$ cat src/design/mbps_pkg.sv
package mbps_pkg;

   // Longest pattern the window supports; the window holds as many bytes.
   localparam int PATTERN_BYTES = 16;
   localparam int IDX_W = (PATTERN_BYTES > 1) ? $clog2(PATTERN_BYTES) : 1;

   localparam int BYTE_W = 8;
   localparam int COUNT_W = 32;
   localparam int LEN_W = 5;
   localparam int CARE_W = 16;
   localparam int CSR_DATA_W = 64;
   localparam int CSR_INDEX_W = 2;

   localparam logic [COUNT_W-1:0] COUNT_MAX = {COUNT_W{1'b1}};

   typedef enum logic [CSR_INDEX_W-1:0] {
      CSR_PATTERN_LOW  = 2'd0,
      CSR_PATTERN_HIGH = 2'd1,
      CSR_CARE_BITS    = 2'd2,
      CSR_PATTERN_LEN  = 2'd3
   } csr_index_type;

   typedef logic [PATTERN_BYTES-1:0][BYTE_W-1:0] window_type;

   // Settings as the matcher uses them, length already clamped to 1..PATTERN_BYTES.
   typedef struct packed {
      logic [2*CSR_DATA_W-1:0] pattern;
      logic [CARE_W-1:0]       care;
      logic [LEN_W-1:0]        length;
   } scan_cfg_type;

endpackage

$ cat src/design/mbps_csr.sv
module mbps_csr
   import mbps_pkg::*;
(
   input  logic                   clock,
   input  logic                   reset,
   input  logic                   csr_write_enable,
   input  logic [CSR_INDEX_W-1:0] csr_index,
   input  logic [CSR_DATA_W-1:0]  csr_write_data,
   output scan_cfg_type           cfg
);

   logic [CSR_DATA_W-1:0] pat_low_ff;
   logic [CSR_DATA_W-1:0] pat_high_ff;
   logic [CARE_W-1:0]     care_ff;
   logic [LEN_W-1:0]      len_ff;
   logic [LEN_W-1:0]      len_used;

   always_ff @(posedge clock) begin
      if (reset) begin
         pat_low_ff  <= '0;
         pat_high_ff <= '0;
         care_ff     <= '1;
         len_ff      <= LEN_W'(1);
      end else if (csr_write_enable) begin
         case (csr_index_type'(csr_index))
            CSR_PATTERN_LOW:  pat_low_ff  <= csr_write_data;
            CSR_PATTERN_HIGH: pat_high_ff <= csr_write_data;
            CSR_CARE_BITS:    care_ff     <= csr_write_data[CARE_W-1:0];
            CSR_PATTERN_LEN:  len_ff      <= csr_write_data[LEN_W-1:0];
            default: ;
         endcase
      end
   end

   // A length of zero acts as one, and anything past the window acts as a full window.
   always_comb begin
      if (len_ff == '0) begin
         len_used = LEN_W'(1);
      end else if (len_ff > LEN_W'(PATTERN_BYTES)) begin
         len_used = LEN_W'(PATTERN_BYTES);
      end else begin
         len_used = len_ff;
      end
   end

   assign cfg.pattern = {pat_high_ff, pat_low_ff};
   assign cfg.care    = care_ff;
   assign cfg.length  = len_used;

endmodule

$ cat src/design/mbps_match.sv
module mbps_match
   import mbps_pkg::*;
(
   input  scan_cfg_type cfg,
   input  window_type   window,
   output logic         hit
);

   logic [LEN_W-1:0] tap [PATTERN_BYTES];
   logic [PATTERN_BYTES-1:0] byte_ok;

   // Pattern byte j lines up with the byte that arrived length-1-j beats ago.
   always_comb begin
      for (int j = 0; j < PATTERN_BYTES; j++) begin
         tap[j] = cfg.length - LEN_W'(1) - LEN_W'(j);
         if ((LEN_W'(j) < cfg.length) && cfg.care[j]) begin
            byte_ok[j] = (window[tap[j][IDX_W-1:0]] == cfg.pattern[BYTE_W*j +: BYTE_W]);
         end else begin
            byte_ok[j] = 1'b1;
         end
      end
   end

   assign hit = &byte_ok;

endmodule

$ cat src/design/masked_byte_pattern_scanner_core.sv
// Scans a buffer presented one byte per beat on the req_ channel and returns one
// rsp_ beat per buffer: the start offset of the first place where the configured
// masked pattern (1 to 16 bytes, cleared care bits are wildcards) matches, or
// found=0 with offset 0 at the last byte if nothing matched. Matches after the
// first in a buffer are ignored, and a buffer shorter than the pattern reports
// not found. The block takes one byte every clock unless stalled: a byte is
// registered in the input register on acceptance, compared there against the
// 16-byte window, and its result lands in the output register; rsp_ready low
// stalls the input only once the output register and the input register are
// both full. The offset counter saturates at 2**32-1. Write the csr_ registers
// only while no buffer is in flight.
module masked_byte_pattern_scanner_core
   import mbps_pkg::*;
(
   input  logic                   clock,
   input  logic                   reset,
   input  logic                   req_valid,
   output logic                   req_ready,
   input  logic [BYTE_W-1:0]      req_data_byte,
   input  logic                   req_end_of_buffer,
   output logic                   rsp_valid,
   input  logic                   rsp_ready,
   output logic                   rsp_found,
   output logic [COUNT_W-1:0]     rsp_match_offset,
   input  logic                   csr_write_enable,
   input  logic [CSR_INDEX_W-1:0] csr_index,
   input  logic [CSR_DATA_W-1:0]  csr_write_data
);

   scan_cfg_type cfg;

   logic              s1_valid_ff;
   logic [BYTE_W-1:0] s1_byte_ff;
   logic              s1_last_ff;
   logic              s1_fire;

   window_type        window_ff;
   window_type        window_in;
   logic [COUNT_W-1:0] count_ff;
   logic [COUNT_W-1:0] count_in;
   logic              reported_ff;

   logic              window_hit;
   logic              match_hit;
   logic              emit;

   logic              rsp_valid_ff;
   logic              rsp_found_ff;
   logic [COUNT_W-1:0] rsp_offset_ff;

   mbps_csr u_csr (
      .clock            (clock),
      .reset            (reset),
      .csr_write_enable (csr_write_enable),
      .csr_index        (csr_index),
      .csr_write_data   (csr_write_data),
      .cfg              (cfg)
   );

   mbps_match u_match (
      .cfg    (cfg),
      .window (window_in),
      .hit    (window_hit)
   );

   assign s1_fire   = s1_valid_ff && (!rsp_valid_ff || rsp_ready);
   assign req_ready = !s1_valid_ff || s1_fire;

   always_ff @(posedge clock) begin
      if (reset) begin
         s1_valid_ff <= 1'b0;
      end else if (req_ready) begin
         s1_valid_ff <= req_valid;
      end
   end

   always_ff @(posedge clock) begin
      if (req_valid && req_ready) begin
         s1_byte_ff <= req_data_byte;
         s1_last_ff <= req_end_of_buffer;
      end
   end

   always_comb begin
      window_in[0] = s1_byte_ff;
      for (int k = 1; k < PATTERN_BYTES; k++) begin
         window_in[k] = window_ff[k-1];
      end
      count_in = (count_ff == COUNT_MAX) ? count_ff : count_ff + COUNT_W'(1);
   end

   assign match_hit = !reported_ff && (count_in >= COUNT_W'(cfg.length)) && window_hit;
   assign emit      = match_hit || (s1_last_ff && !reported_ff);

   // The buffer state returns to its reset value after the last byte.
   always_ff @(posedge clock) begin
      if (reset) begin
         window_ff   <= '0;
         count_ff    <= '0;
         reported_ff <= 1'b0;
      end else if (s1_fire) begin
         if (s1_last_ff) begin
            window_ff   <= '0;
            count_ff    <= '0;
            reported_ff <= 1'b0;
         end else begin
            window_ff   <= window_in;
            count_ff    <= count_in;
            reported_ff <= reported_ff || match_hit;
         end
      end
   end

   always_ff @(posedge clock) begin
      if (reset) begin
         rsp_valid_ff <= 1'b0;
      end else if (s1_fire) begin
         rsp_valid_ff <= emit;
      end else if (rsp_ready) begin
         rsp_valid_ff <= 1'b0;
      end
   end

   always_ff @(posedge clock) begin
      if (s1_fire && emit) begin
         rsp_found_ff  <= match_hit;
         rsp_offset_ff <= match_hit ? (count_in - COUNT_W'(cfg.length)) : '0;
      end
   end

   assign rsp_valid        = rsp_valid_ff;
   assign rsp_found        = rsp_found_ff;
   assign rsp_match_offset = rsp_offset_ff;

endmodule

$ cat config.mk
export PLATFORM = sky130hd
export DESIGN_NAME = masked_byte_pattern_scanner_core
export DESIGN_NICKNAME = d
export VERILOG_FILES = /design/src/design/mbps_pkg.sv /design/src/design/mbps_csr.sv /design/src/design/mbps_match.sv /design/src/design/masked_byte_pattern_scanner_core.sv
export SDC_FILE = /design/constraint.sdc
export NUM_CORES = 1
export LEC_CHECK = 0
export ABC_CLOCK_PERIOD_IN_PS = 14800
export BUFFER_PORTS_ARGS = -buffer_cell sky130_fd_sc_hd__buf_4
export CAP_MARGIN = 20
export CORE_ASPECT_RATIO = 2
export CORE_MARGIN = 2
export CORE_UTILIZATION = 60
export DETAILED_ROUTE_END_ITERATION = 8
export PLACE_DENSITY = 0.78
export SYNTH_ARGS = -nofsm -noshare
export SYNTH_HDL_FRONTEND = slang
export SYNTH_HIERARCHICAL = 1
export SYNTH_SLANG_ARGS = --single-unit
$ cat constraint.sdc
create_clock -name clock -period 14.8 [get_ports clock]
set_input_delay 0.74 -clock clock [delete_from_list [all_inputs] [get_ports clock]]
set_output_delay 0.74 -clock clock [all_outputs]
set_load 0.02 [all_outputs]
Yosys cells after proc, flatten, opt, wreduce, memory -nomap -nowiden
Cells that the tools add are included.

Memory bits (writable): 0. Memories kept: 0. Output and inout port bits: 35. Logic and storage cells: 192. Bits in read-only memories: 0. Bits in latches: 0. Flip-flop bits (word level): 346. Input bits: 80.

Bitwise operators: 0. Reductions and logical operators: 37. Multiplexer cells: 56. $add $sub $neg: 18. Div/mod/pow operators: 0. Shift operators: 0. Equal/unequal tests: 20. Multiply operators: 0. Magnitude comparators: 34.

Operators by type and width (number): $bmux 8 s4 (16); $eq 8x8->1 (16); $mux 8 (16); $mux 120 (1); $lt 4x5->1 const B (16); $mux 32 (2); $lt 4x5->1 const A (8); $add 32x1->32 const B (1); $eq 32x32->1 const B (1); $ge 32x5->1 (1); $sub 32x5->32 (1); $sub 4x4->4 const B (8); $logic_and 1x1->1 (22); $lt 3x5->1 const A (4); $mux 1 (19); $reduce_and 16->1 (1); $sub 4x3->4 const B (4); $lt 1x5->1 const A (2); $lt 2x5->1 const A (2); $mux 5 (2); $reduce_and 2->1 (4); $sub 4x1->4 const B (2); $sub 4x2->4 const B (2); $gt 5x5->1 const B (1); other kinds (7) (13).

Logic depth before layout (Yosys ltp)
Gate-level depths: netlist of the first run.

Word-level depth: 13. Gate-level depth with buffers: 26. Depth with buffers taken out: 16.

Modules after synthesis
The synthesis of the first run kept the hierarchy.

Modules (own cells, without submodules): masked_byte_pattern_scanner_core (instances 1, sequential area each 4364.2 um^2, cells an instance 1048, area an instance 9096.2 um^2); mbps_match (instances 1, sequential area each 0.0 um^2, cells an instance 951, area an instance 8533.2 um^2); mbps_csr (instances 1, sequential area each 2982.9 um^2, cells an instance 581, area an instance 6125.9 um^2).

Worst setup path after synthesis of the first run
No wires, ideal clock.

Kind: register to register. From: register u_csr.len_ff[1]. To: register rsp_found_ff (netlist: rsp_found) (enable). Buffers on the path: 9. Library setup time: 0.473 ns. Arrival time: 7.877 ns. Stages on the path, launching flop included: 25. Period minus slack after synthesis: 8.350 ns. Data required time: 14.327 ns. Setup slack: 6.450 ns. Path through: dfxtp_1 or3_1 a21oi_1 buf_6 inv_4 buf_6 buf_4 buf_6 buf_2 ha_1 buf_2 buf_4 buf_2 buf_2 mux4_2 mux2i_1 mux2i_1 xor2_1 nor4_1 nand4_1 a31oi_1 o2111ai_1 nor4b_2 o31ai_1 a211oi_1.

RTL lines: start, declared (line mbps_csr.sv:15) `logic [LEN_W-1:0] len_ff;`; start signal, assigned (line mbps_csr.sv:29) `CSR_PATTERN_LEN: len_ff <= csr_write_data[LEN_W-1:0];`; end signal, assigned (line masked_byte_pattern_scanner_core.sv:126) `rsp_found_ff <= match_hit;`; end, declared (line masked_byte_pattern_scanner_core.sv:48) `logic rsp_found_ff;`.

==> results of run 1 <==
-- worst max-delay path, cell delays in order, from the launching register on --
cell	delay [ps]
dfxtp_1	340
or3_1	410
a21oi_4	160
buf_4	340
inv_4	300
ha_4	650
buf_4	850
mux2i_1	300
mux4_2	570
mux2i_1	450
xor2_1	150
nor4_2	280
nand4_1	180
and3_1	210
a31oi_1	470
o2111ai_1	240
nor4b_2	690
o31ai_1	310
a211oi_4	290
buf_4	460
-- layout make-up --
cell class	instances	area, sq um	share of cell area
antenna	3	7.51	0.000290
clock buffer	41	938	0.0362
clock inverter	20	226	0.00875
inverter	20	77.6	0.00300
multi-input combinational	2022	15400	0.595
sequential	346	7350	0.284
tap	525	657	0.0254
timing repair buffer	159	1230	0.0475
-- cells in the final DEF (no fill, tap or decap), drive strengths merged, types with 34 or more instances in the layout --
cell type	count
a21oi	164
buf	157
nand2b	204
xor2	71
nor2	263
nand4	34
and3	136
edfxtp	42
mux2i	438
mux4	50
dfxtp	304
clkbuf	43
o21ai	55
nand2	111
mux2	86
xnor2	122
-- metrics by stage --
step | total power [mW] | area, sq um | hold WS, ps | worst slack, ps | util
final | 2.34 | 25900 | 365 | 6690 | 0.659
after global routing | 2.40 | 25900 | 360 | 6530 | 0.659
after CTS | 2.33 | 25800 | 352 | 6890 | 0.658
after detailed placement | 1.42 | 24700 | 479 | 6790 | 0.628
after global placement | 1.41 | 24700 | 472 | 6970 | 0.627
after floorplan | 1.29 | 23800 | 456 | 6450 | -
-- flip-flops by register name, indices dropped and copies added (netlist names), 5 cells and up --
register,cells
count_ff,32
rsp_match_offset,32
s1_byte_ff,8
u_csr/care_ff,16
u_csr/len_ff,5
u_csr/pat_high_ff,64
u_csr/pat_low_ff,64
window_ff,120
-- report_power, final --
group          switching, mW  internal (mW)  leakage [nW]
logic                  0.254          0.165          7.68
clock network          0.415          0.514         0.569
registers             0.0248          0.970          2.88
-- routing by layer --
layer  global-route usage  routed length, um
met4                0.407              10900
met3                0.102               5740
met1                0.394              28200
met2                0.728              43600
met5                    0                 16
-- cell families (layout without fill, tap and decap cells) --
family	after synthesis	after routing	synth area share
mux	574	574	0.273
compound gates	342	342	0.0885
buf+inv	212	240	0.0461
other cells	0	3	0
fa+ha+maj	9	9	0.00506
xor+xnor	193	193	0.0751
simple gates	904	904	0.203
flops	346	346	0.309
-- worst max path at each step --
stage / start / to / cells past startpoint
floorplan: u_csr/len_ff[1] / rsp_found / 24
global placement: u_csr/len_ff[1] / rsp_match_offset[27] / 19
detailed placement: u_csr/len_ff[1] / rsp_found / 19
CTS: u_csr/len_ff[2] / rsp_found / 19
global route: u_csr/len_ff[2] / rsp_match_offset[10] / 19
finish: u_csr/len_ff[2] / rsp_match_offset[21] / 19
==> results.sh, run 1 <==
export IMPL_layout_drive_gt1_share=0.157
export IMPL_rsz0062_at_grt="false"
export IMPL_fin_crit_sh=0.548
export IMPL_grt_util_all_layers=0.422
export IMPL_synth_area_top_cells="dfxtp_1 26%, mux2i_1 18%, nand2b_1 5.4%"
export IMPL_grt_overflow_total=0
export IMPL_drc_errors=0
export IMPL_ctsHoldBuffers=0
export IMPL_clock_skew_ps=19.7
export IMPL_yosysMostFrequentCell="mux2i_1"
export IMPL_dieWidth_um=145
export IMPL_hpwl_mm=65.6
export IMPL_reg2regPathDepth=19
export IMPL_syn2layout_area_growth_pct=9.01
export IMPL_ys_ff_latch=346
export IMPL_async_flop_share=0
export IMPL_finalWeightedCongestion=1.10
export IMPL_finalCriticalPeriod_ps=8110
export IMPL_yosysSeqAreaShare=0.309
export IMPL_drt_first_pass_iters=7
export IMPL_std_cell_rows=103
export IMPL_crit_path_end_kind="flip-flop"
export IMPL_fill_cells=3182
export IMPL_coreArea_sq_um=39300
export IMPL_synth_edff_count=42
export IMPL_syn_inst=2580
export IMPL_worstSetupStartpointType="flip-flop"
export IMPL_cts_tree="done"
export IMPL_hold_viol=0
export IMPL_vias=20400
export IMPL_cts_root_buf="clkbuf_16"
export IMPL_post_cts_buffers=0
export IMPL_synth_ff_type="dfxtp_1"
export IMPL_grt_pass1_vias=20200
export IMPL_grt_pass1_wl_mm=127
export IMPL_drt_iter0_drc=1411
export IMPL_reg2reg_slack_ps=6690
export IMPL_synth_top_area_cell="dfxtp_1"
export IMPL_finalNonFillerCells=3136
export IMPL_cts_clk_slew_worst_paths_ps=70
export IMPL_start_util=0.604
export IMPL_yosysWarnings=6
export IMPL_clk_path_buf_depth=3
export IMPL_timing_rr_start="u_csr/len_ff[2]"
export IMPL_insertion_delay_ps=560
export IMPL_clock_sinks=346
export IMPL_finalWirelength_mm=88.4
export IMPL_fmax_ghz=0.123
export IMPL_wl_per_cell_um=28.2
export IMPL_hold_class="input port to flip-flop"
export IMPL_slew_violations=0
export IMPL_power_leakage_nw=11.1
export IMPL_min_from="req_end_of_buffer"
export IMPL_setup_violations=0
export IMPL_drtAntennaViolNets=0
export IMPL_grt_max_degree=178
export IMPL_max_slew_margin=0.229
export IMPL_power_density_nw_per_um2=90.5
export IMPL_tightest_slew_ps=1120
export IMPL_outcome="finished clean"
export IMPL_final_nets=2672
export IMPL_vdd_drop_max_mv=0.104
export IMPL_setup_tns_final_ps=0
export IMPL_cts_max_level=2
export IMPL_critical_path_class="flip-flop to flip-flop"
export IMPL_fp_dieArea_sq_um=41300
export IMPL_hold_end="s1_last_ff"
export IMPL_portBuffers=114
export IMPL_yosys_top_cells_count="438 x mux2i_1, 304 x dfxtp_1, 263 x nor2_1"
export IMPL_synth_area_per_cell_sq_um=9.21
export IMPL_maxCapViolCount=0
export IMPL_antenna_found_initial=4
export IMPL_cts_resized=0
export IMPL_crit_fanout=68
export IMPL_synth_area_sq_um=23800
export IMPL_routed_via_density=6.50
export IMPL_place_inst=3069
export IMPL_synth_top_area_frac=0.256
export IMPL_io_pins=115
export IMPL_arrival_ps=8300
export IMPL_cts_inserted_buffers=34
export IMPL_hold_path_depth=1
export IMPL_cp_required_ps=14980
export IMPL_synth_cell_type_count=89
export IMPL_synth_nets=2669
export IMPL_r2r_end="rsp_match_offset[21]"
export IMPL_die_h_um=285
(Power assumes the default switching activity.)
==> inputs of run 2 (changes only) <==
--- a/config.mk
+++ b/config.mk
@@ -5,7 +5,7 @@
 export SDC_FILE = /design/constraint.sdc
 export NUM_CORES = 1
 export LEC_CHECK = 0
-export ABC_CLOCK_PERIOD_IN_PS = 14800
+export ABC_CLOCK_PERIOD_IN_PS = 7600
 export BUFFER_PORTS_ARGS = -buffer_cell sky130_fd_sc_hd__buf_4
 export CAP_MARGIN = 20
 export CORE_ASPECT_RATIO = 2
==> constraint.sdc (replaced) <==
create_clock -name clock -period 7.6 [get_ports clock]
set_input_delay 0.38 -clock clock [delete_from_list [all_inputs] [get_ports clock]]
set_output_delay 0.38 -clock clock [all_outputs]
set_load 0.02 [all_outputs]
==> results.sh, run 2 (synthesized netlist as in run 1, its figures left out) <==
export IMPL_outcome="finished clean"
export IMPL_swShare=0.291
export IMPL_wl_met1_mm=27.0
export IMPL_clock_power_share=0.401
export IMPL_cts_max_level=2
export IMPL_tightest_slew_ps=1200
export IMPL_arrival_ps=7410
export IMPL_r2r_end="rsp_match_offset[0]"
export IMPL_slew_violations=0
export IMPL_grt_util_all_layers=0.443
export IMPL_reg2regPathDepth=18
export IMPL_top_register="window_ff"
export IMPL_fin_crit_sh=0.949
export IMPL_power_density_nw_per_um2=177
export IMPL_maxCapViolCount=0
export IMPL_dieWidth_um=145
export IMPL_setup_worst_path_end="rsp_match_offset[0]"
export IMPL_portBuffers=114
export IMPL_clk_path_buf_depth=3
export IMPL_grt_pass1_wl_mm=132
export IMPL_io_pins=115
export IMPL_vdd_drop_max_mv=0.225
export IMPL_cts_inserted_buffers=34
export IMPL_vias=20700
export IMPL_post_cts_buffers=0
export IMPL_insertion_delay_ps=540
export IMPL_final_nets=2681
export IMPL_coreArea_sq_um=39300
export IMPL_finalWirelength_mm=92.3
export IMPL_cts_tree="done"
export IMPL_p_int_mw=3.26
export IMPL_setup_violations=0
export IMPL_fp_dieArea_sq_um=41300
export IMPL_cts_clk_slew_worst_paths_ps=70
export IMPL_power_leakage_nw=11.2
export IMPL_fin_util=0.662
export IMPL_hpwl_mm=69.1
export IMPL_wl_per_cell_um=29.4
export IMPL_std_cell_rows=103
export IMPL_finalNonFillerCells=3141
export IMPL_start_util=0.604
export IMPL_grt_max_degree=218
export IMPL_worstSetupStartpointType="flip-flop"
export IMPL_syn2layout_area_growth_pct=9.49
export IMPL_cp_required_ps=7790
export IMPL_crit_path_end_kind="flip-flop"
export IMPL_grt_overflow_total=0
export IMPL_grt_pass1_vias=20700
export IMPL_clock_sinks=346
export IMPL_timing_rr_start="u_csr/len_ff[4]"
export IMPL_hold_viol=0
export IMPL_setup_tns_final_ps=0
export IMPL_largest_reg_flops=120
export IMPL_rsz0062_at_grt="false"
export IMPL_dr_max_layer_used="met5"
export IMPL_die_h_um=285
export IMPL_cts_resized=0
export IMPL_reg2reg_slack_ps=390
export IMPL_final_cell_mix="438 x mux2i_1, 304 x dfxtp_1, 262 x nor2_1"
export IMPL_seqPwrFrac=0.422
export IMPL_layout_drive_gt1_share=0.159
export IMPL_clock_skew_ps=18.2
export IMPL_finalCriticalPeriod_ps=7210
export IMPL_drt_first_pass_iters=6
export IMPL_routed_via_density=6.61
export IMPL_crit_fanout=50
export IMPL_drtAntennaViolNets=0
export IMPL_drc_errors=0
export IMPL_finalWeightedCongestion=1.06
export IMPL_fmax_ghz=0.139
export IMPL_dr_wl_met2_mm=45.1
export IMPL_cts_root_buf="clkbuf_16"
export IMPL_fill_cells=3196
export IMPL_wl_met3_mm=6.89
export IMPL_place_inst=3076
export IMPL_drt_iter0_drc=1550
export IMPL_ctsHoldBuffers=0
export IMPL_max_slew_margin=0.192
export IMPL_critical_path_class="flip-flop to flip-flop"
export IMPL_power_switching_mw=1.34
export IMPL_reg_largest_list="window_ff: 120 flops, u_csr/pat_high_ff: 64 flops, u_csr/pat_low_ff: 64 flops"
export IMPL_critPathLaunch="u_csr/len_ff[4]"
export IMPL_antenna_found_initial=4
export IMPL_mostFrequentLayoutCell="mux2i_1"
export IMPL_hold_class="input port to flip-flop"
export IMPL_comb_power_share=0.177
## run 2: changes by cell type in the layout (fill, tap and decap cells not counted), moves of 2 or more
cell and change:
clkbuf_8 -2, clkinv_8 -2, buf_16 +2, clkinv_2 -2
buf_4 +9, diode_2 -2, bufinv_16 +2
## run 2: area by class of cell
cell class              count  area [sq um]  share of cell area
diodes                      1          2.50           0.0000962
clock buffers              40           915              0.0352
clock inverters            19           262              0.0101
inverters                  20          77.6             0.00298
multi-input cells        2022         15400               0.593
flip-flops and latches    346          7350               0.282
well taps                 525           657              0.0253
repair buffers            168          1330              0.0511
## run 2: routing by layer
| metal | global-route usage | vias up |
|---|---|---|
| li1 | - | 9267 |
| met1 | 0.377 | 9996 |
| met2 | 0.758 | 964 |
| met3 | 0.129 | 516 |
| met4 | 0.489 | 4 |
| met5 | 0 | - |
## run 2: power by group through the flow
stage          Clock, mW  Combinational [mW]  Sequential (mW)
2_1_floorplan          0               0.562             1.96
3_3_place_gp           0               0.767             1.98
3_5_place_dp           0               0.779             1.98
4_1_cts             1.85               0.782             1.94
5_1_grt             1.92               0.849             1.94
6_report            1.84               0.815             1.94
## run 2: how the worst min path moves through the flow
stage | start | end | slack (ps) | depth (start not counted)
after global placement | u_csr/pat_high_ff[36] | u_csr/pat_high_ff[36] | 470 | 2
final | req_data_byte[0] | s1_byte_ff[0] | 10 | 1
after detailed placement | u_csr/pat_low_ff[30] | u_csr/pat_low_ff[30] | 480 | 2
after global routing | req_data_byte[3] | s1_byte_ff[3] | 20 | 1
after CTS | req_data_byte[0] | s1_byte_ff[0] | 7 | 1
after floorplan | u_csr/len_ff[3] | u_csr/len_ff[3] | 460 | 2
## run 2: critical path: stages (launching register included)
cell	delay, ps
dfxtp_1	770
nor2b_1	110
buf_4	220
inv_1	140
ha_4	660
buf_4	630
mux2_2	410
nand2_1	60
o21ai_0	200
mux2i_1	460
mux2i_1	160
xnor2_1	180
o2111ai_1	440
a211oi_1	550
o21ai_0	200
nor4b_2	610
o31ai_1	270
a211oi_4	270
buf_4	400
## run 2: stage by stage
stage / power, mW / area, sq um / worst slack (ps) / hold slack (ps)
floorplan: 2.52 / 23800 / 378 / 456
global placement: 2.74 / 24700 / 1080 / 471
detailed placement: 2.76 / 24700 / 953 / 477
CTS: 4.57 / 25900 / 960 / 6.50
global route: 4.71 / 26000 / 245 / 16.5
finish: 4.60 / 26000 / 388 / 12.5
==> inputs of run 3 (changes only) <==
--- a/config.mk
+++ b/config.mk
@@ -12,7 +12,7 @@
 export CORE_MARGIN = 2
 export CORE_UTILIZATION = 60
 export DETAILED_ROUTE_END_ITERATION = 8
-export PLACE_DENSITY = 0.78
+export PLACE_DENSITY = 0.79
 export SYNTH_ARGS = -nofsm -noshare
 export SYNTH_HDL_FRONTEND = slang
 export SYNTH_HIERARCHICAL = 1
==> results.sh, run 3 (synthesized netlist as in run 1, its figures left out) <==
export IMPL_vdd_drop_max_mv=0.243
export IMPL_portBuffers=114
export IMPL_layout_setup_ws_ps=555
export IMPL_clk_path_buf_depth=3
export IMPL_dieWidth_um=145
export IMPL_grt_overflow_total=0
export IMPL_drc_errors=0
export IMPL_drt_iter0_drc=1505
export IMPL_power_leakage_nw=11.3
export IMPL_grt_pass1_wl_mm=131
export IMPL_cts_resized=0
export IMPL_slowest_delay_ps=800
export IMPL_grt_pass1_vias=20500
export IMPL_fin_crit_sh=0.927
export IMPL_drt_first_pass_iters=5
export IMPL_crit_path_end_kind="flip-flop"
export IMPL_largest_reg_flops=120
export IMPL_fin_util=0.667
export IMPL_fp_dieArea_sq_um=41300
export IMPL_grt_max_degree=194
export IMPL_finalCriticalPeriod_ps=7040
export IMPL_wl_per_cell_um=28.9
export IMPL_outcome="finished clean"
export IMPL_fmax_ghz=0.142
export IMPL_finalWirelength_mm=91.1
export IMPL_ctsHoldBuffers=4
export IMPL_setup_tns_final_ps=0
export IMPL_cts_max_level=2
export IMPL_cp_required_ps=7800
export IMPL_cts_root_buf="clkbuf_16"
export IMPL_max_slew_margin=0.272
export IMPL_rsz0062_at_grt="false"
export IMPL_worstPathCellList="or3_1 > a21oi_4 > inv_4 > ha_4 > buf_4 > mux2i_1 > mux2_2 > mux2i_1 > mux2i_1 > xor2_1 > nand2_1 > o311ai_0 > o2111ai_1 > nor4b_2 > buf_4 > o31ai_1 > a211oi_4 > buf_4"
export IMPL_post_cts_buffers=0
export IMPL_final_nets=2691
export IMPL_io_pins=115
export IMPL_mostFrequentLayoutCell="mux2i_1"
export IMPL_insertion_delay_ps=540
export IMPL_hpwl_mm=67.9
export IMPL_start_util=0.604
export IMPL_vias=20500
export IMPL_grt_util_all_layers=0.438
export IMPL_fill_cells=3224
export IMPL_syn2layout_area_growth_pct=10.4
export IMPL_antenna_found_initial=3
export IMPL_drtAntennaViolNets=0
export IMPL_layout_drive_gt1_share=0.162
export IMPL_clock_sinks=346
export IMPL_hold_viol=0
export IMPL_finalNonFillerCells=3157
export IMPL_clock_skew_ps=15.3
export IMPL_top_register="window_ff"
export IMPL_cts_tree="done"
export IMPL_post_place_ws_ps=765
export IMPL_std_cell_rows=103
export IMPL_routed_via_density=6.49
export IMPL_cts_inserted_buffers=35
export IMPL_worstSetupStartpointType="flip-flop"
export IMPL_maxCapViolCount=0
export IMPL_arrival_ps=7240
export IMPL_cpMaxStageDelayCell="o311ai_0"
export IMPL_critical_path_class="flip-flop to flip-flop"
export IMPL_cts_clk_slew_worst_paths_ps=70
export IMPL_final_cell_mix="438 x mux2i_1, 304 x dfxtp_1, 262 x nor2_1"
export IMPL_power_density_nw_per_um2=181
export IMPL_hold_class="input port to flip-flop"
export IMPL_coreArea_sq_um=39300
export IMPL_crit_fanout=47
export IMPL_place_inst=3078
export IMPL_reg_largest_list="window_ff: 120 flops, u_csr/pat_high_ff: 64 flops, u_csr/pat_low_ff: 64 flops"
export IMPL_tightest_slew_ps=1060
export IMPL_setup_violations=0
export IMPL_finalWeightedCongestion=1.13
export IMPL_die_h_um=285
export IMPL_slew_violations=0
[run 3: layer usage]
metal  up-vias  wire (um)  GRT usage
li1       9274          -          -
met3       436       6100      0.109
met1      9899      27800      0.393
met5         -          0          0
met4         0      12300      0.468
met2       883      44900      0.748
[run 3: final timing paths]
path                                     startpoint                  end  slack (ps)  cells past startpoint
worst max-delay path                u_csr/len_ff[1]  rsp_match_offset[3]         560                     18
worst min-delay path               req_data_byte[4]        s1_byte_ff[4]          20                      1
worst max register to register      u_csr/len_ff[1]  rsp_match_offset[3]         560                     18
worst min register to register  u_csr/pat_low_ff[6]  u_csr/pat_low_ff[6]         490                      2
[run 3: worst max-delay path: cells and delay by family (launching register included)]
family	cells	cell delay, ps
AO/OA/AOI/OAI	5	1650
XOR/XNOR	1	180
adder cells (fa/ha/maj)	1	740
buffers and inverters	4	1450
flip-flops	1	330
multiplexers	4	1420
AND/OR/NAND/NOR	3	880
[run 3: cell type report]
| cell class | instances | area, sq um | area share |
|---|---|---|---|
| diodes | 3 | 7.51 | 0.000286 |
| clock buffers | 44 | 975 | 0.0372 |
| clock inverters | 20 | 342 | 0.0130 |
| inverters | 20 | 77.6 | 0.00296 |
| multi-input cells | 2022 | 15400 | 0.588 |
| flip-flops and latches | 346 | 7350 | 0.280 |
| well taps | 525 | 657 | 0.0250 |
| repair buffers | 177 | 1390 | 0.0531 |
[run 3: report_power, final]
group | internal [mW] | switching (mW)
Clock | 1.20 | 0.799
Combinational | 0.326 | 0.499
Sequential | 1.89 | 0.0474
Total | 3.41 | 1.35
[run 3: stage by stage]
step	power, mW	area [sq um]	hold slack, ps
2_1_floorplan	2.52	23800	456
3_3_place_gp	2.74	24800	473
3_5_place_dp	2.76	24800	480
4_1_cts	4.74	26100	0.694
5_1_grt	4.88	26200	7.78
6_report	4.76	26200	18.0
